$ cat src/hdl/tma_pkg.sv
// ----------------------------------------------------------------------------
// tma_pkg: shared definitions of the template matcher
// sizes, fixed-point constants, sequencer states and control types
// ----------------------------------------------------------------------------
`default_nettype none

package tma_pkg;

	// table sizes
	localparam int MAX_TEMPLATES = 64;
	localparam int VECTOR_LENGTH = 10;

	// derived widths
	localparam int IDX_W  = (MAX_TEMPLATES > 1) ? $clog2(MAX_TEMPLATES) : 1;
	localparam int CNT_W  = $clog2(MAX_TEMPLATES + 1);
	localparam int CYC_W  = $clog2(VECTOR_LENGTH + 2);
	localparam int WA_W   = $clog2(MAX_TEMPLATES * VECTOR_LENGTH);
	localparam int OUT_W  = 7;

	// datapath widths
	localparam int COMP_W  = 16;
	localparam int ACC_W   = 36;
	localparam int SCORE_W = 54;
	localparam int MA_W    = 19;
	localparam int MB_W    = 18;
	localparam int MP_W    = MA_W + MB_W;

	// iteration counts of the root, divider and log units
	localparam int ROOT_STEPS = 32;
	localparam int DIV_STEPS  = 16;
	localparam int STEP_W     = $clog2(ROOT_STEPS);
	localparam int LN_FRAC    = 12;

	// constants
	localparam logic [15:0] LN2_Q16 = 16'd45426;
	localparam logic [15:0] AGE_NEW = 16'd2;
	localparam logic [15:0] AGE_WIN = 16'd1;
	localparam logic [15:0] AGE_MAX = 16'hFFFF;

	typedef logic signed [COMP_W-1:0] comp_t;

	// action codes
	typedef enum logic [1:0] {
		ACT_MATCH = 2'd0,
		ACT_ADD   = 2'd1,
		ACT_CLEAR = 2'd2
	} action_t;

	// sequencer states
	typedef enum logic [4:0] {
		ST_IDLE,
		ST_DECODE,
		ST_ADD_SQ,
		ST_ADD_RSTART,
		ST_ADD_ROOT,
		ST_ADD_DSTART,
		ST_ADD_DIV,
		ST_ADD_WR,
		ST_ADD_AGE,
		ST_MT_NEXT,
		ST_MT_DOT,
		ST_MT_POST,
		ST_MT_AGE_RD,
		ST_MT_AGE_LD,
		ST_MT_SQ_MUL,
		ST_MT_SQ_NORM,
		ST_MT_LN_MUL,
		ST_MT_LN_RND,
		ST_MT_SC_LO,
		ST_MT_SC_HI,
		ST_MT_SC_SUM,
		ST_MT_CMP,
		ST_AG_RD,
		ST_AG_WR,
		ST_RESP
	} state_t;

	// commands to the root / divide unit
	typedef struct packed {
		logic start_root;
		logic start_div;
	} rd_ctl_t;

endpackage

`default_nettype wire

$ cat src/hdl/tma_mul.sv
// ----------------------------------------------------------------------------
// tma_mul: shared signed multiplier
// one product per cycle, registered output
// ----------------------------------------------------------------------------
`default_nettype none

module tma_mul (
	input  wire logic                             clk,
	input  wire logic signed [tma_pkg::MA_W-1:0]  a,
	input  wire logic signed [tma_pkg::MB_W-1:0]  b,
	output logic signed [tma_pkg::MP_W-1:0]       p
);

	// product register
	always_ff @(posedge clk) begin
		p <= a * b;
	end

endmodule

`default_nettype wire

$ cat config.mk
export PLATFORM = sky130hd
export DESIGN_NAME = tma_mul
export DESIGN_NICKNAME = d
export VERILOG_FILES = /design/src/hdl/tma_pkg.sv /design/src/hdl/tma_mul.sv
export SDC_FILE = /design/constraint.sdc
export NUM_CORES = 1
export LEC_CHECK = 0
export ABC_CLOCK_PERIOD_IN_PS = 20600
export BUFFER_PORTS_ARGS = -buffer_cell sky130_fd_sc_hd__buf_2
export CORE_UTILIZATION = 60
export DETAILED_ROUTE_END_ITERATION = 6
export GPL_TIMING_DRIVEN = 0
export PLACE_DENSITY = 0.85
export SLEW_MARGIN = 20
export SYNTH_ARGS = -nofsm -noshare
export SYNTH_HDL_FRONTEND = slang
export SYNTH_SLANG_ARGS = --single-unit
export TNS_END_PERCENT = 30
$ cat constraint.sdc
create_clock -name clk -period 20.6 [get_ports clk]
set_input_delay 2.06 -clock clk [delete_from_list [all_inputs] [get_ports clk]]
set_output_delay 2.06 -clock clk [all_outputs]
set_load 0.02 [all_outputs]
Yosys cells after proc, flatten, opt, wreduce, memory -nomap -nowiden
Index checks and enable logic that the tools add are counted.
- register bits after elaboration: 37
- input bits: 38
- output and inout port bits: 37
- word-level logic and storage cells: 2
- multiply operators: 1
- operator list (operator ; count):
    19-bit by 18-bit multiplier with 37-bit output ; 1

Longest topological paths before layout
Gate-level depths: netlist of run 1.
- word-level depth: 1
- mapped depth: 26
- gate-level depth less buffers: 24

Worst setup path before layout of run 1
OpenSTA, ideal clock, no wires.
- kind: input-to-reg
- start point: input a[18] (netlist name)
- end point: register p[33] (netlist name)
- library setup time: 0.079 ns
- arrival time: 8.001 ns
- required time: 20.521 ns
- slack: 12.520 ns
- cell stages on the path: 19
- buffers on the path: 2
- cell sequence: clkbuf_1 clkbuf_1 nand2_1 fa_1 inv_1 fa_1 fa_1 fa_1 fa_1 inv_1 fa_1 inv_1 ha_1 nand3_1 nor2_1 a221o_1 o41ai_4 or4b_1 o211ai_1
- cells in the longest elaborated chain, start to end: 1
- RTL lines (element ; line ; text):
    start, declared ; tma_mul.sv:9 ; input wire logic signed [tma_pkg::MA_W-1:0] a,
    19-bit by 18-bit multiplier with 37-bit output ; tma_mul.sv:16 ; p <= a * b;
    end signal, assigned ; tma_mul.sv:16 ;
    end, declared ; tma_mul.sv:11 ; output logic signed [tma_pkg::MP_W-1:0] p
No other way between the ends.

Worst setup path in the final report of run 1
- start point: input b[11] (netlist name)
- end point: register p[33] (netlist name)
- cells in the longest elaborated chain, start to end: 1
- RTL lines (element ; line ; text):
    start, declared ; tma_mul.sv:10 ; input wire logic signed [tma_pkg::MB_W-1:0] b,
    19-bit by 18-bit multiplier with 37-bit output ; tma_mul.sv:16 ;
No other way between the ends.

==> results of run 1 <==
-- cell usage in the layout (no fill, tap or decap), types with 21 or more instances in the layout --
cell and n:
dfxtp_1 37, xnor2_1 29, buf_2 66, ha_1 95
clkbuf_1 44, nand2_1 167, nor2_1 28, inv_1 371
fa_1 345, and2_1 171, a21oi_1 21
-- stage by stage --
stage	utilization, %	hold WS (ns)
6_report	64.7	2.19
5_1_grt	64.7	2.19
2_1_floorplan	-	2.19
3_3_place_gp	64.1	2.47
4_1_cts	64.7	2.17
3_5_place_dp	64.1	2.47
-- how the worst max path moves through the flow --
stage	startpoint	cells past startpoint	slack [ns]	endpoint
6_report	b[11]	22	11.64	p[33]$_DFF_P_
5_1_grt	b[5]	22	11.31	p[34]$_DFF_P_
4_1_cts	b[11]	22	11.67	p[33]$_DFF_P_
3_5_place_dp	b[11]	22	11.41	p[33]$_DFF_P_
3_3_place_gp	b[5]	20	11.50	p[33]$_DFF_P_
2_1_floorplan	a[18]	19	12.52	p[33]$_DFF_P_
-- final cells by class --
type / count / share of cell area [%]
timing repair buffer: 66 / 2.35
tap: 280 / 2.49
multi-input combinational: 950 / 77.8
clock inverter: 2 / 0.0711
clock buffer: 6 / 0.916
sequential: 37 / 5.26
inverter: 371 / 9.89
buffer: 46 / 1.24
-- worst max-delay path: stages --
cell and delay, ns:
clkbuf_1 0.50, clkbuf_1 0.61, nand2_1 0.14, fa_1 0.52, inv_1 0.05, fa_1 0.50, inv_1 0.06, fa_1 0.54
inv_1 0.06, fa_1 0.45, fa_1 0.49, inv_1 0.05, fa_1 0.48, inv_1 0.04, ha_1 0.34, a21o_1 0.22
a21o_1 0.19, a221oi_1 0.62, a21oi_1 0.29, o41ai_4 0.38, or4b_1 0.48, o211ai_1 0.10
-- cell families (layout without fill, tap and decap cells) --
logic type      after synthesis  count (layout)
buf+inv                     417             491
fa+ha+maj                   440             440
flops                        37              37
xor+xnor                     39              39
compound gates               73              73
simple gates                398             398
-- layer usage --
layer	vias up	GRT usage, %	wire length [um]
li1	4186	-	-
met1	4937	39.8	11900
met2	517	53.8	16700
met3	127	6.58	3220
met4	0	17.1	1840
met5	-	0	0
==> impl_results.md, run 1 <==
- Mean Syn Cell Area: between 9 and 10 um2
- Pre-CTS setup slack: roughly 11 ns
- Setup crit start kind: input pin
- Synth Instances: roughly 1400
- Starting DRC count in detailed routing: between 600 and 700
- N_diodes: 0
- CTS tree: built
- Die W: between 150 and 200 um
- First-pass GRT wire length: between 50 and 60 mm
- Clock-pin slew on the worst setup and hold paths: 0.07 ns
- Worst hold endpoint: p[0]$_DFF_P_
- Port Buf Inserts: 66
- Drc violations: 0
- CP Capture Type: flip-flop
- Unique masters post-synth: 46
- Tmin final: around 9.0 ns
- Vias in the first global route: 10500
- Yosys reg bits: 37
- Share of layout cells above drive strength 1: approximately 5.5%
- Largest family of logic cells by synthesized area: adder cells
- Synthesized netlist net count: ~1900
- Unrepaired setup endpoints after global routing: false
- DIE HEIGHT: 151 um
- GRT Total Usage: between 30 and 40%
- Largest register by flop count: p
- Initial antenna violation count: 1
- Synth top cells by count: inv_1, fa_1, and2_1, nand2_1, ha_1
- Yosys top cell area share: a little over half
- Area occupied by registers: 741 um2
- Most common cell in the netlist: inv_1
- Final period utilization: a little over two fifths
- Starting Density: between 60% and 70%
- Mux contribution to synthesized area: 0%
- Vias: slightly below 10000
- Max Freq: between 100 and 150 MHz
- Hold Buf Count CTS: 0
- DIE AREA: between 20000 and 25000 um2
- Worst hold path class: input pin to flip-flop
- Run status: finished clean
- Critical path type: input pin to flip-flop
- Req. time, crit path: between 20 and 25 ns
- Post-Layout Inst Area: ~14000 um2
- EDFF count, synth: 0
- Post-Layout Cell Count: around 1800
- Sequential fraction of the synthesis area: between 5 and 6%
- CTS buffer count: 5
- CTS resizes: 0
- Vias/cell: ~5.6
- Number of fill cells: 1673
- Max FFs per register: 37
- HPWL after DPL: ~28 mm
- TritonRoute pass-1 iters: 5
- Final setup fails: 0
- Layout area overhead: 6.18%
- Grt total ovfl: 0
- Fin Setup TNS: 0 ns
- Fin. max-slew vios: 0
- Largest regs: p x37
- WHS Path Cells: 2
- Max clock buf depth: 2
- Core region area: 21800 um2
- Compound-Gate Fraction of Synth Area: ~4%
- Hold Fails Final Rpt: 0
- Adder-cell area share of the yosys netlist: around three fifths
- Main synth FF type: dfxtp_1
- Clk root buf: clkbuf_16
- Placed cell count: roughly 1800
- Post-synthesis xor/xnor area fraction: 2.58%
- CP max FO: 10
- Post-CTS Setup Bufs: 0
- Max-cap violations: 0
- Final wirelength: approximately 34 mm
- Post-synth ARST share: 0%
- Hold_sp: b[0]
- Worst Slack Setup Final: 11.64 ns
- Placer Congestion: slightly below 1
- IO Pins: 75
- Largest cells by area after synthesis: fa_1, inv_1, ha_1, and2_1, dfxtp_1
- Post-Synth Simple-Gate Area: 15.1%
- Cell Rows: 54
- H-tree depth: 2
- Placed cell areas: roughly 14000 um2
- Worst EP arrival: ~9.2 ns
- Sink Count: 37
- Fin nets: ~2000
- Routed len/inst: between 15 and 20 um
- Synth Cell Area: around 13000 um2
- Slew Limit Headroom: 45.8%
- Least-Margin Pin Slew: roughly 0.8 ns
- Multi-input gate area: around 11000 um2
- Ys Warns: 0
- Yosys top cell by area: fa_1
- Largest net degree at the start of global routing: 12
- Final ANT Viol Nets: 0
Power of run 1 is left out: the tool's default activity adds up to more than one toggle a clock period on the data nets, which glitch-free logic cannot reach.
==> inputs of run 2 (changes only) <==
ABC_AREA = 1   (was default)
ABC_CLOCK_PERIOD_IN_PS = 8800   (was 20600)
PLACE_DENSITY = 0.84   (was 0.85)
clock period = 8.8 ns   (was 20.6 ns; I/O delays follow)
==> run 2 against run 1 <==
Effect of this change: first-iteration DRC count rose by 81%; area after synthesis up 9.3%; worst hold slack got worse by 1.1 ns.
==> impl_results.md, run 2 <==
- N_diodes: 0 (unchanged)
- Share of layout cells above drive strength 1: 3.70% (-1.8 points)
- Layout area overhead: 5.03%
- Sink Count: 37 (unchanged)
- Vias in the first global route: 12700 (+20%)
- Largest regs: p x37
- Sequential fraction of the synthesis area: 5.11% (-0.47 points)
- Post-Layout Cell Count: 2265 (+29%)
- Fin Setup TNS: 0 ns (unchanged)
- Worst Slack Setup Final: 1.73 ns (-9.91 ns)
- Max FFs per register: 37 (unchanged)
- Worst hold path class: input pin to flip-flop
- Largest register by flop count: p
- Max clock buf depth: 2 (unchanged)
- Cell mode on critical path: fa_1
- DIE AREA: 24800 um2 (+9.1%)
- Post-CTS Setup Bufs: 0 (unchanged)
- CTS buffer count: 5 (unchanged)
- GRT Max-Usage Layer: met2
- Critical-path top delay cell: fa_1
- CP max FO: 10 (unchanged)
- Drc violations: 0 (unchanged)
- Final period utilization: between 80% and 90%
- Setup crit start kind: input pin
- M2 GR Usage: 56.2% (+2.4 points)
- Die W: 157 um (+4.5%)
- Synth Cell Area: 14500 um2 (+9.3%)
- Critical path type: input pin to flip-flop
- Port Buf Inserts: 38 (-42%)
- IO Pins: 75 (unchanged)
- Least-Margin Pin Slew: 0.834 ns (+0.0204 ns)
- Slowest Stage Delay on Critical Path: 0.89 ns (+0.27 ns)
- Yosys reg bits: 37 (unchanged)
- Mean Syn Cell Area: 7.62 um2 (-19%)
- Vias: 11900 (+22%)
- Main synth FF type: dfxtp_1
- TritonRoute pass-1 iters: 5 (unchanged)
- Synthesized netlist net count: 2378 (+26%)
- Yosys top cell area share: 47.7% (-4.4 points)
- Worst EP arrival: 7.24 ns (-1.94 ns)
- Commonest non-fill, non-tap cell in the layout: inv_1
- Post-Layout Inst Area: 15200 um2 (+8.1%)
- Most frequent cells in the layout: inv_1, nand2_1, fa_1
- Tmin final: just over 7 ns
- Fin nets: 2423 (+24%)
- Clk root buf: clkbuf_16
- Fin. max-slew vios: 0 (unchanged)
- H-tree depth: 2 (unchanged)
- Placed cell count: 2257 (+29%)
- Initial antenna violation count: 0 (-1)
- Grt total ovfl: 0 (unchanged)
- Worst Path Buf+Inv: 5 (-2)
- Starting DRC count in detailed routing: 1118 (+81%)
- Post-synth ARST share: 0% (unchanged)
- Vias/cell: 5.25 (-5.4%)
- Critical path cell sequence: clkbuf_1, clkbuf_1, nand2_1, fa_1, inv_1, fa_1, fa_1, fa_1, fa_1, inv_1, fa_1, inv_1, ha_1, nand2_1, nor2_1, nand2_1, nor3_1, nand2_1, nand3_1, nand2_1
- Unrepaired setup endpoints after global routing: false
- Final setup fails: 0 (unchanged)
- M1 GR Usage: 40.0% (+0.21 points)
- First-pass GRT wire length: 61.4 mm (+13%)
- Req. time, crit path: 8.97 ns (-11.86 ns)
- Yosys top cell by area: fa_1
- Crit path depth: 20 (-9.1%)
- DIE HEIGHT: 157 um (+4.5%)
- Hold Fails Final Rpt: 0 (unchanged)
- CTS resizes: 0 (unchanged)
- Max Freq: 141 MHz
- Slew Limit Headroom: 44.4% (-1.4 points)
- Area occupied by registers: 741 um2 (unchanged)
- EDFF count, synth: 0 (unchanged)
- Multi-input gate area: 11100 um2 (+1.2%)
- Hold Buf Count CTS: 0 (unchanged)
- Placed cell areas: 15100 um2 (+8.2%)
- Unique masters post-synth: 25 (-46%)
- Run status: finished clean
- Cell Rows: 56 (+3.7%)
- Most common cell in the netlist: inv_1
- Final wirelength: 37.4 mm (+11%)
- Number of fill cells: 1996 (+19%)
- Core region area: 23500 um2 (+8.2%)
- Routed len/inst: 16.5 um (-14%)
- Met3 Resource Use GR: 5.04% (-1.5 points)
- Largest cells by area after synthesis: fa_1, inv_1, nand2_1, ha_1, dfxtp_1
- HPWL after DPL: 31.9 mm (+14%)
- Starting Density: 61.5% (+0.59 points)
- CTS tree: built
- Final ANT Viol Nets: 0 (unchanged)
- Largest net degree at the start of global routing: 12 (unchanged)
- Synth Instances: 1900 (+35%)
- Pre-CTS setup slack: 1.61 ns (-9.80 ns)
- GRT Total Usage: 33.1% (+0.74 points)
- CP Capture Type: flip-flop
- Placer Congestion: 0.978 (-0.61%)
- Ys Warns: 0 (unchanged)
- Worst setup endpoint: p[35]$_DFF_P_
- Worst Setup SP: b[4]
- Top delay family on crit path: adder cells
- Clock-pin slew on the worst setup and hold paths: 0.06 ns (about the same)
- Synth top cells by count: inv_1, nand2_1, fa_1, ha_1, clkbuf_1
- Max-cap violations: 0 (unchanged)
[run 2: logic make-up after synthesis]
logic type      after synthesis  share of synthesized area [%]
buf+inv                     709                           18.4
flops                        37                           5.11
simple gates                658                           18.1
fa+ha+maj                   440                           55.9
compound gates               40                           1.52
xor+xnor                     16                          0.968
[run 2: metal layers]
| metal | vias to the layer above | routed length [um] |
|---|---|---|
| li1 | 5306 | - |
| met1 | 5863 | 13500 |
| met2 | 585 | 18000 |
| met3 | 146 | 3220 |
| met4 | 0 | 2620 |
| met5 | - | 0 |
[run 2: cell type report]
class | count | area share (%)
multi-input combinational | 1154 | 72.8
inverter | 635 | 15.7
clock inverter | 2 | 0.0658
sequential | 37 | 4.87
tap | 319 | 2.62
buffer | 74 | 1.83
timing repair buffer | 38 | 1.25
clock buffer | 6 | 0.847
[run 2: worst min-delay path by stage]
stage / start / end / slack, ns / cells after the start
floorplan: b[0] / p[0]$_DFF_P_ / 1.21 / 3
global placement: p[13]$_DFF_P_ / p[13] / 1.29 / 1
detailed placement: p[18]$_DFF_P_ / p[18] / 1.29 / 1
CTS: b[0] / p[0]$_DFF_P_ / 1.06 / 3
global route: b[0] / p[0]$_DFF_P_ / 1.10 / 3
finish: b[0] / p[0]$_DFF_P_ / 1.09 / 3
[run 2: stage by stage]
stage	util (%)	hold WS [ns]
5_1_grt	64.6	1.10
3_3_place_gp	64.0	1.29
6_report	64.6	1.09
3_5_place_dp	64.0	1.29
4_1_cts	64.6	1.06
2_1_floorplan	-	1.21
[run 2: tightest hold or removal path, delay by kind of cell]
kind	cells	cell delay, ns
buffers and inverters	2	0.30
and+or+nand+nor	1	0.16
Power of run 2 is left out for the same reason.
