--- config.mk ---
export PLATFORM = sky130hd
export DESIGN_NAME = tma_rootdiv
export DESIGN_NICKNAME = d
export VERILOG_FILES = /design/src/hdl/tma_pkg.sv /design/src/hdl/tma_rootdiv.sv
export SDC_FILE = /design/constraint.sdc
export NUM_CORES = 1
export LEC_CHECK = 0
export ABC_AREA = 1
export BUFFER_PORTS_ARGS = -buffer_cell sky130_fd_sc_hd__buf_4
export CORE_ASPECT_RATIO = 2
export CORE_MARGIN = 4
export CORE_UTILIZATION = 35
export CTS_CLUSTER_DIAMETER = 100
export DETAILED_ROUTE_END_ITERATION = 8
export PLACE_DENSITY_LB_ADDON = 0.1
export SLEW_MARGIN = 20
export SYNTH_ARGS = -nofsm -noshare
export SYNTH_HDL_FRONTEND = slang
export SYNTH_SLANG_ARGS = --single-unit
--- constraint.sdc ---
create_clock -name clk -period 12.4 [get_ports clk]
set_input_delay 0.62 -clock clk [delete_from_list [all_inputs] [get_ports clk]]
set_output_delay 0.62 -clock clk [all_outputs]
set_load 0.03 [all_outputs]
--- src/hdl/tma_pkg.sv ---
// ----------------------------------------------------------------------------
// tma_pkg: shared definitions of the template matcher
// sizes, fixed-point constants, sequencer states and control types
// ----------------------------------------------------------------------------
`default_nettype none

package tma_pkg;

	// table sizes
	localparam int MAX_TEMPLATES = 64;
	localparam int VECTOR_LENGTH = 10;

	// derived widths
	localparam int IDX_W  = (MAX_TEMPLATES > 1) ? $clog2(MAX_TEMPLATES) : 1;
	localparam int CNT_W  = $clog2(MAX_TEMPLATES + 1);
	localparam int CYC_W  = $clog2(VECTOR_LENGTH + 2);
	localparam int WA_W   = $clog2(MAX_TEMPLATES * VECTOR_LENGTH);
	localparam int OUT_W  = 7;

	// datapath widths
	localparam int COMP_W  = 16;
	localparam int ACC_W   = 36;
	localparam int SCORE_W = 54;
	localparam int MA_W    = 19;
	localparam int MB_W    = 18;
	localparam int MP_W    = MA_W + MB_W;

	// iteration counts of the root, divider and log units
	localparam int ROOT_STEPS = 32;
	localparam int DIV_STEPS  = 16;
	localparam int STEP_W     = $clog2(ROOT_STEPS);
	localparam int LN_FRAC    = 12;

	// constants
	localparam logic [15:0] LN2_Q16 = 16'd45426;
	localparam logic [15:0] AGE_NEW = 16'd2;
	localparam logic [15:0] AGE_WIN = 16'd1;
	localparam logic [15:0] AGE_MAX = 16'hFFFF;

	typedef logic signed [COMP_W-1:0] comp_t;

	// action codes
	typedef enum logic [1:0] {
		ACT_MATCH = 2'd0,
		ACT_ADD   = 2'd1,
		ACT_CLEAR = 2'd2
	} action_t;

	// sequencer states
	typedef enum logic [4:0] {
		ST_IDLE,
		ST_DECODE,
		ST_ADD_SQ,
		ST_ADD_RSTART,
		ST_ADD_ROOT,
		ST_ADD_DSTART,
		ST_ADD_DIV,
		ST_ADD_WR,
		ST_ADD_AGE,
		ST_MT_NEXT,
		ST_MT_DOT,
		ST_MT_POST,
		ST_MT_AGE_RD,
		ST_MT_AGE_LD,
		ST_MT_SQ_MUL,
		ST_MT_SQ_NORM,
		ST_MT_LN_MUL,
		ST_MT_LN_RND,
		ST_MT_SC_LO,
		ST_MT_SC_HI,
		ST_MT_SC_SUM,
		ST_MT_CMP,
		ST_AG_RD,
		ST_AG_WR,
		ST_RESP
	} state_t;

	// commands to the root / divide unit
	typedef struct packed {
		logic start_root;
		logic start_div;
	} rd_ctl_t;

endpackage

`default_nettype wire

--- src/hdl/tma_rootdiv.sv ---
// ----------------------------------------------------------------------------
// tma_rootdiv: bit-serial square root and divider
// one root bit or one quotient bit per cycle; the divisor is the last root
// ----------------------------------------------------------------------------
`default_nettype none

module tma_rootdiv (
	input  wire logic                        clk,
	input  wire logic                        arst_n,
	input  wire tma_pkg::rd_ctl_t            ctl,
	input  wire logic [33:0]                 sq,
	input  wire logic [15:0]                 mag,
	output logic                             done,
	output logic [15:0]                      quot
);

	logic                        busy_q;
	logic                        div_mode_q;
	logic                        done_q;
	logic [tma_pkg::STEP_W-1:0]  cnt_q;
	logic [63:0]                 v_q;
	logic [63:0]                 r_q;
	logic [63:0]                 bit_q;
	logic [32:0]                 rem_q;
	logic [15:0]                 q_q;

	logic [63:0] trial;
	logic [32:0] rem2;
	logic [32:0] divisor;

	assign trial   = r_q + bit_q;
	assign rem2    = {rem_q[31:0], 1'b0};
	assign divisor = {1'b0, r_q[31:0]};

	// step control
	always_ff @(posedge clk or negedge arst_n) begin
		if (!arst_n) begin
			busy_q     <= 1'b0;
			div_mode_q <= 1'b0;
			done_q     <= 1'b0;
			cnt_q      <= '0;
		end else begin
			done_q <= 1'b0;
			if (ctl.start_root) begin
				busy_q     <= 1'b1;
				div_mode_q <= 1'b0;
				cnt_q      <= tma_pkg::STEP_W'(tma_pkg::ROOT_STEPS - 1);
			end else if (ctl.start_div) begin
				busy_q     <= 1'b1;
				div_mode_q <= 1'b1;
				cnt_q      <= tma_pkg::STEP_W'(tma_pkg::DIV_STEPS - 1);
			end else if (busy_q) begin
				if (cnt_q == '0) begin
					busy_q <= 1'b0;
					done_q <= 1'b1;
				end else begin
					cnt_q <= cnt_q - 1'b1;
				end
			end
		end
	end

	// root and quotient recurrences
	always_ff @(posedge clk) begin
		if (ctl.start_root) begin
			v_q   <= {2'b00, sq, 28'd0};
			r_q   <= '0;
			bit_q <= 64'h4000_0000_0000_0000;
		end else if (ctl.start_div) begin
			rem_q <= {4'd0, mag, 13'd0};
			q_q   <= '0;
		end else if (busy_q) begin
			if (!div_mode_q) begin
				if (v_q >= trial) begin
					v_q <= v_q - trial;
					r_q <= (r_q >> 1) + bit_q;
				end else begin
					r_q <= r_q >> 1;
				end
				bit_q <= bit_q >> 2;
			end else begin
				if (rem2 >= divisor) begin
					rem_q <= rem2 - divisor;
					q_q   <= {q_q[14:0], 1'b1};
				end else begin
					rem_q <= rem2;
					q_q   <= {q_q[14:0], 1'b0};
				end
			end
		end
	end

	assign done = done_q;
	assign quot = q_q;

endmodule

`default_nettype wire
# Word level (Yosys, flattened, before mapping)
# Index checks and enable logic that the tools add are counted.
# totals
output_inout_bits	17
ff_bits	216
# op_classes
n_eq_ne	3
n_reduce_logical	12
bitwise_logic	3
order_cmp	2
n_mux	27
addsub	5
# ops
cell	count
62-bit 2-to-1 mux	5
32-bit 2-to-1 mux	3
63-bit by 63-bit adder with 64-bit output	1
64-bit by 63-bit adder with 64-bit output	1
64-bit greater-or-equal comparator	1
64-bit 2-to-1 mux	1
64-bit subtractor	1
33-bit by 32-bit greater-or-equal comparator with 1-bit output	1
16-bit 2-to-1 mux	2
32-bit subtractor	1
29-bit 2-to-1 mux	1
5-bit 2-to-1 mux	4
1-bit 2-to-1 mux	11
2-bit nonzero test	5
4-bit AND reduction	2
3-bit AND reduction	2
5-bit logical NOT	1
5-bit by 1-bit subtractor with 5-bit output (second input constant)	1
3-bit inequality test (second input constant)	1
1-bit inverter	3
3-bit nonzero test	1
2-bit by 1-bit inequality test with 1-bit output (second input constant)	1
2-bit inequality test (second input constant)	1
2-bit AND reduction	1

# Depth between registers and ports, before layout
# Gate-level depths: netlist (run 1).
# depth
depth_word	7
ltp_mapped	31
mapped_depth_nobuf	29

# Worst setup path after synthesis (run 1)
# No wires, ideal clock.
# synth_path
kind	register to register
start	register bit_q[12]
end	register v_q[62]
setup_ns	0.113
period_less_slack_ns	3.998
stages_incl_launch_ff	27
required_ns	12.287
slack_ns	8.402
t_arrival_ns	3.885
path_cell_list	dfxtp_1 -> ha_1 -> nand2_1 -> o21ai_0 -> nand2_1 -> o211ai_1 -> a21oi_1 -> o21ai_0 -> nand2_1 -> nand3b_1 -> nand2_1 -> ha_1 -> nand2_1 -> nor2_1 -> inv_1 -> nor2_2 -> nand2_1 -> nor2_2 -> nand2_4 -> nand2_4 -> nand2_4 -> nand2_4 -> inv_2 -> buf_6 -> buf_6 -> nand2_1 -> nand2_1
# synth_via
elab_chain_len	3
# synth_rtl
item	line	rtl
from (decl)	tma_rootdiv.sv:23	logic [63:0] bit_q;
from (signal assigned)	tma_rootdiv.sv:80	bit_q <= bit_q >> 2;
64-bit by 63-bit adder with 64-bit output (*)	tma_rootdiv.sv:31	assign trial = r_q + bit_q;
64-bit greater-or-equal comparator	tma_rootdiv.sv:74	if (v_q >= trial) begin
4-bit AND reduction (no source line)	n/a	
to (signal assigned)	tma_rootdiv.sv:66	v_q <= {2'b00, sq, 28'd0};
to (signal assigned)	tma_rootdiv.sv:75	v_q <= v_q - trial;
to (decl)	tma_rootdiv.sv:21	logic [63:0] v_q;
# Mark *: on every way between the ends. The rest lies on a longest branch, timed or not.
# A chain may end at the register's enable or synchronous reset.

# Worst setup path after layout (run 1)
# layout_path
start	register r_q[16]
end	register v_q[9]
# layout_via
elab_chain_len	3
# layout_rtl
item	line	rtl
from (decl)	tma_rootdiv.sv:22	logic [63:0] r_q;
from (signal assigned)	tma_rootdiv.sv:76	r_q <= (r_q >> 1) + bit_q;
from (signal assigned)	tma_rootdiv.sv:78	r_q <= r_q >> 1;
64-bit by 63-bit adder with 64-bit output	tma_rootdiv.sv:31	
64-bit greater-or-equal comparator	tma_rootdiv.sv:74	
4-bit AND reduction (no source line)	n/a	
# No other way between the ends.

==> results of run 1 <==
## critical path: stages (launching register included)
cell     delay, ps
dfxtp_1        410
ha_1           390
nand2_1        110
o21ai_0        450
nand2_1        210
o21ai_0        190
a21oi_1        210
o21ai_0        910
nand2_1        270
nand3_1        140
nand2_1        140
ha_1           540
nand2_1        110
nor2_1         140
nand2_1         60
inv_1          100
nand2_1        100
nor2_2         170
nand2_4         70
nand2_4        420
nand2_4        240
nand2_4        470
inv_2          410
nand2_1        130
o21ai_0         90
## routing by layer
metal	share of wire	routed length, µm
met2	0.52	60000
met1	0.32	36500
met3	0.040	4550
met5	0	0
met4	0.12	13200
## metrics by stage
stage	setup slack (ps)	area [µm²]	cells	total power, mW	hold WS, ps
5_1_grt	5390	25800	4971	4.73	279
3_5_place_dp	5730	24900	4921	3.55	443
6_report	5700	25800	4971	4.43	294
2_1_floorplan	8400	23500	4040	2.68	324
4_1_cts	5770	25800	4970	4.41	266
3_3_place_gp	5860	24900	4921	3.56	447
## report_power, final
part	internal (mW)	switching, mW	total, mW
clock network	0.470	0.367	0.837
logic	0.773	1.83	2.60
registers	0.857	0.129	0.986
## Yosys cell counts, drive strengths merged
cell type  instances
nand3b            42
clkbuf            63
nor3              28
o31ai              1
a21o              20
a21oi            274
a32o               1
o211ai             9
a221oi             2
edfxtp            82
xnor2             71
a31o               1
and2               3
dfxtp            126
o21bai            31
nand2           1315
and3               1
fa                 2
o22ai              3
xor2              59
inv              552
nand4             36
a21boi             3
clkinv             3
nand3            313
a31oi              4
buf               24
o21ai            246
nor2             521
nor4               7
ha               164
dfrtp              8
a32oi              1
o21a              15
a211oi             5
or2                4
## layout make-up
cell class                 instances  area (µm²)  area share
tap                              884        1110      0.0429
inverter                         555        2080      0.0808
sequential                       216        5180       0.201
clock inverter                    15         140     0.00543
clock buffer                      33         749      0.0290
timing repair buffer              86         661      0.0256
multi-input combinational       3182       15900       0.615
## timing repair
| action | in CTS | in global routing |
|---|---|---|
| hold buffers | 1 | 0 |
| endpoints found under the setup margin | 0 | 0 |
| endpoints found under the hold margin | 8 | 0 |
## how the worst max path moves through the flow
stage | startpoint | end | slack [ps] | depth (start not counted)
floorplan | bit_q[12]$_SDFFE_PP0P_ | v_q[62]$_SDFFE_PP0P_ | 8400 | 26
global route | r_q[16]$_SDFFE_PP0P_ | v_q[12]$_SDFFE_PP0P_ | 5390 | 24
global placement | r_q[12]$_SDFFE_PP0P_ | v_q[5]$_SDFFE_PP0P_ | 5860 | 24
detailed placement | r_q[12]$_SDFFE_PP0P_ | v_q[50]$_DFFE_PP_ | 5730 | 23
CTS | r_q[12]$_SDFFE_PP0P_ | v_q[50]$_DFFE_PP_ | 5770 | 23
finish | r_q[16]$_SDFFE_PP0P_ | v_q[9]$_SDFFE_PP0P_ | 5700 | 24
## flip-flops by register name, summed over array words and instances, names as in the netlist
name and count:
div_mode_q 1, bit_q 32, v_q 64, quot 16, r_q 64, cnt_q 5
done 1, busy_q 1, rem_q 32
## placed cells by master, fill, tap and decap left out, drive strengths merged, types with 4 or more instances in the layout
| cell | netlist | layout |
|---|---|---|
| ha | 164 | 164 |
| a21o | 20 | 20 |
| nand4 | 36 | 36 |
| clkbuf | 63 | 33 |
| a211oi | 5 | 5 |
| o21ai | 246 | 246 |
| o21bai | 31 | 31 |
| buf | 24 | 85 |
| dfrtp | 8 | 8 |
| clkinv | 3 | 15 |
| dfxtp | 126 | 126 |
| nand2 | 1315 | 1315 |
| nand3 | 313 | 313 |
| nor2 | 521 | 521 |
| a31oi | 4 | 4 |
| edfxtp | 82 | 82 |
| nor3 | 28 | 28 |
| or2 | 4 | 4 |
| xor2 | 59 | 59 |
| xnor2 | 71 | 71 |
| nor4 | 7 | 7 |
| o211ai | 9 | 9 |
| o21a | 15 | 15 |
| inv | 552 | 553 |
| nand3b | 42 | 42 |
| a21oi | 274 | 274 |
## logic make-up (layout without fill, tap and decap cells)
kind of cell / Yosys count / count (layout) / share of synthesized area
flops: 216 / 216 / 0.220
xor+xnor: 130 / 130 / 0.0484
compound gates: 616 / 616 / 0.142
fa+ha+maj: 166 / 166 / 0.0889
simple gates: 2270 / 2270 / 0.395
buf+inv: 642 / 689 / 0.105
==> out/qor.yml, run 1 <==
die_area_mm2: 0.0717
drc: 0
viasPerCell: 5.37
nNetsFinal: 4287
final_hold_viol_count: 0
reg2reg_slack_ps: 5700
hold_class: "in2reg"
die_height_um: 375
synthTopCellsByArea: "nand2_1 (21%), dfxtp_1 (11%), edfxtp_1 (10%)"
clk_latency_ps: 590
drt_wl_total_mm: 114
hold-path-cell-count: 3
cts_buffers: 26
finalClockSkew_ps: 25.1
grt_max_degree: 70
crit_path_start_kind: "flop"
setup_tns_ps: 0
yosysUniqueCellTypes: 50
mappedNetlistArea_mm2: 0.0235
period_needed_ps: 6700
cts.sinks: 216
fillers: 7809
synth_nets: 4260
leakage_nw: 11.8
post-cts-setup-buffer-count: 0
cts_htree_levels: 1
grt_use_total: 0.311
grt_pass1_wl_mm: 167
ys_warn_count: 0
diodes: 0
worstPathRequired_ps: 12850
clock_path_buffers: 3
syn2layout_area_growth_pct: 9.65
ir_drop_uv: 110
yosys_register_bits: 216
reg2reg_from: "r_q[16]$_SDFFE_PP0P_"
die_w_um: 191
antenna_found_initial: 0
dp_hpwl_mm: 94.3
path_clk_slew_ps: 70
rsz0062_at_grt: "false"
syn_area_per_cell_um2: 5.83
critPathKind: "reg2reg"
tightest_slew_ps: 1060
busiest_layer: "met2"
final-setup-viol-count: 0
relSlewSlack: 0.283
r2r_cells: 24
min_to: "rem_q[24]$_DFFE_PP_"
synth_top_area_frac: 0.208
syn-instance-count: 4040
first_global_vias: 27750
drive_above_1_share: 0.0394
p_per_area_mw_per_mm2: 172
end_kind: "flop"
cts_root_buf: "clkbuf_16"
ys_seq_area_frac: 0.220
drt-initial-drc-count: 1539
drv_slew: 0
final_util: 0.387
placement.io_buffers: 70
antenna_left: 0
crit_arrival_ps: 7150
yosysTopAreaCell: "nand2_1"
num_rows: 134
met2_usage: 0.587
gp_congestion: 1.07
max_freq_mhz: 149
gr-usage-met3: 0.0346
ios: 71
ctsResizeCount: 0
finalCritPeriodShare: 0.540
grt_util_met1: 0.282
overflow: 0
cp_max_fo: 43
wire_per_inst_um: 23.0
first_pass_iters: 6
core_area_mm2: 0.0667
reg2reg_to: "v_q[9]$_SDFFE_PP0P_"
maxCapViolations: 0
min-delay-start: "mag[11]"
start_util: 0.353
via_count: 26706
status: "complete, no violations"
cts_tree: "yes"
No activity file was read; power rests on OpenSTA's default activity.
==> inputs of run 2 (changes only) <==
==> constraint.sdc (replaced) <==
create_clock -name clk -period 5.6 [get_ports clk]
set_input_delay 0.28 -clock clk [delete_from_list [all_inputs] [get_ports clk]]
set_output_delay 0.28 -clock clk [all_outputs]
set_load 0.03 [all_outputs]
==> run 2 against run 1 <==
Combinational power grew 130%. Worst setup slack lost 5400 ps. Core utilization grew 1.5 points. Design area grew 3.9%. Largest power group unchanged. Highest routed layer is now met5.
==> out/qor.yml, run 2 (same netlist as run 1, synthesis figures left out) <==
post-cts-setup-buffer-count: 0  # unchanged
busiest_layer: "met2"  # unchanged
crit_path_start_kind: "flop"  # unchanged
p_sw_frac: 0.520  # was 0.526
layout_commonest_cell: "nand2_1"  # unchanged
worstPathRequired_ps: 6070  # was 12850 ps
reg2reg_from: "bit_q[38]$_SDFFE_PP0P_"  # was r_q[16]$_SDFFE_PP0P_
startpoint: "bit_q[38]$_SDFFE_PP0P_"  # was r_q[16]$_SDFFE_PP0P_
period_needed_ps: 5340  # was 6700 ps
gr-usage-met3: 0.0344  # was 0.0346
top_regs: "r_q: 64 flops, v_q: 64 flops"  # unchanged
cts_root_buf: "clkbuf_16"  # unchanged
whs_ps: 35.7  # was 294 ps
cts_htree_levels: 1  # unchanged
seqPwrFrac: 0.208  # was 0.223
path_clk_slew_ps: 70  # about the same
syn2layout_area_growth_pct: 13.9  # was 9.65%
viasPerCell: 5.30  # was 5.37
final_cell_count_no_fill: 5078  # was 4971
cts_buffers: 27  # was 26
relSlewSlack: 0.396  # was 0.283
end_kind: "flop"  # unchanged
via_count: 26930  # was 26706
leakage_nw: 12.3  # was 11.8 nW
cp_max_fo: 4  # was 43
ios: 71  # unchanged
dp.cells: 4981  # was 4921
antenna_found_initial: 2  # was 0
max_freq_mhz: 187  # was 149 MHz
rsz0062_at_grt: "false"  # unchanged
gp_congestion: 1.06  # was 1.07
final_hold_viol_count: 0  # unchanged
final-setup-viol-count: 0  # unchanged
drv_slew: 0  # unchanged
p_per_area_mw_per_mm2: 377  # was 172 mW/mm²
overflow: 0  # unchanged
grt_max_degree: 61  # was 70
nNetsFinal: 4394  # was 4287
comb_power_share: 0.602  # was 0.588
critPathKind: "reg2reg"  # unchanged
setup_ws_ps: 257  # was 5700 ps
hold_class: "in2reg"  # unchanged
p_switching_mw: 5.25  # was 2.33 mW
drc: 0  # unchanged
first_global_vias: 28276  # was 27750
status: "complete, no violations"  # unchanged
p_int_mw: 4.86  # was 2.10 mW
finalClockSkew_ps: 31.0  # was 25.1 ps
cts_tree: "yes"  # unchanged
core_area_mm2: 0.0667  # unchanged
clock_path_buffers: 3  # unchanged
grt_pass1_wl_mm: 170  # was 167 mm
wire_per_inst_um: 23.1  # was 23.0 µm
first_pass_iters: 6  # unchanged
die_area_mm2: 0.0717  # unchanged
grt_util_met1: 0.278  # was 0.282
post-place-ws_ps: 291  # was 5730 ps
cts.sinks: 216  # unchanged
crit_arrival_ps: 5810  # was 7150 ps
p_clk_frac: 0.190  # was 0.189
met2_usage: 0.607  # was 0.587
drive_above_1_share: 0.0525  # was 0.0394
min-delay-start: "sq[12]"  # was mag[11]
finalCritPeriodShare: 0.954  # was 0.540
num_rows: 134  # unchanged
crit_slowest_cell: "o21ai_0"  # unchanged
antenna_left: 0  # unchanged
dp_hpwl_mm: 97.5  # was 94.3 mm
maxCapViolations: 0  # unchanged
tightest_slew_ps: 897  # was 1060 ps
die_w_um: 191  # unchanged
drt_wl_total_mm: 117  # was 114 mm
drt-initial-drc-count: 1521  # was 1539
placement.io_buffers: 70  # unchanged
setup_tns_ps: 0  # unchanged
final_cell_mix: "nand2_1 (1306), inv_1 (548), nor2_1 (514)"  # unchanged
grt_use_total: 0.319  # was 0.311
cp_cell_sequence: "ha_1 > nand2_1 > nor2_1 > inv_1 > o21ai_0 > buf_4 > a31oi_1 > nand3_1 > xnor2_1 > ha_1 > nand2_1 > nor2_1 > inv_1 > nor2_1 > inv_1 > o21ai_0 > inv_1 > nand3_1 > xor2_1 > buf_4 > nand2_1 > nand2_1"  # was ha_1 > nand2_1 > o21ai_0 > nand2_1 > o21ai_0 > a21oi_1 > o21ai_0 > nand2_1 > nand3_1 > nand2_1 > ha_1 > nand2_1 > nor2_1 > nand2_1 > inv_1 > nand2_1 > nor2_2 > nand2_4 > nand2_4 > nand2_4 > nand2_4 > inv_2 > nand2_1 > o21ai_0
start_util: 0.353  # unchanged
die_height_um: 375  # unchanged
ir_drop_uv: 249  # was 110 µV
cpPeakStageDelay_ps: 540  # was 910 ps
clk_latency_ps: 620  # was 590 ps
==> run 2: changes by cell type in the layout (fill, tap and decap cells not counted), sizes merged <==
cell,before,now
clkbuf,33,38
diode,0,1
clkinv,15,10
buf,85,144
dlygate4sd3,1,48
==> run 2: area by class of cell <==
type | instances | area [µm²]
multi-input cells | 3182 | 15900
clock inverters | 10 | 109
fillers | 7667 | 39900
inverters | 555 | 2080
flip-flops and latches | 216 | 5180
diodes | 1 | 2.50
well taps | 884 | 1110
clock buffers | 38 | 808
repair buffers | 192 | 1620
==> run 2: through the flow <==
stage | total power [mW] | util | area [µm²]
6_report | 10.1 | 0.402 | 26800
5_1_grt | 10.8 | 0.402 | 26800
4_1_cts | 10.1 | 0.402 | 26800
3_5_place_dp | 8.08 | 0.381 | 25400
3_3_place_gp | 8.13 | 0.381 | 25400
2_1_floorplan | 5.94 | - | 23500
==> run 2: what timing repair did <==
action,CTS,global route
endpoints found under the setup margin,0,7
hold endpoints to repair,54,0
hold buffers,48,0
resized for setup,0,2
==> run 2: power by group through the flow <==
stage / Combinational (mW) / Clock [mW] / Sequential [mW]
after floorplan: 3.88 / 0 / 2.07
after global placement: 5.99 / 0 / 2.13
after detailed placement: 5.95 / 0 / 2.13
after CTS: 6.00 / 1.97 / 2.10
after global routing: 6.64 / 1.99 / 2.13
final: 6.09 / 1.92 / 2.10
==> run 2: path summary, 6_finish.rpt <==
| kind | to | slack [ps] | cells after the start |
|---|---|---|---|
| max in group asynchronous | cnt_q[2]$_DFFE_PN0P_ | 4680 | 3 |
| min | v_q[40]$_DFFE_PP_ | 40 | 3 |
| max reg2reg | v_q[44]$_DFFE_PP_ | 260 | 22 |
| min reg2reg | v_q[17]$_SDFFE_PP0P_ | 460 | 2 |
| max | v_q[44]$_DFFE_PP_ | 260 | 22 |
| min in group asynchronous | done$_DFF_PN0_ | 650 | 3 |
==> run 2: layer usage <==
| layer | vias to the layer above | wire (µm) |
|---|---|---|
| li1 | 13270 | - |
| met3 | 442 | 4170 |
| met2 | 858 | 62200 |
| met5 | - | 12 |
| met4 | 2 | 14400 |
| met1 | 12358 | 36500 |
==> run 2: critical path, delay by kind of cell (launching register included) <==
family | cells | cell delay, ps
buffers and inverters | 6 | 880
adder cells (fa/ha/maj) | 2 | 800
AND/OR/NAND/NOR | 9 | 1690
AO/OA/AOI/OAI | 3 | 960
XOR/XNOR | 2 | 530
flip-flops | 1 | 340
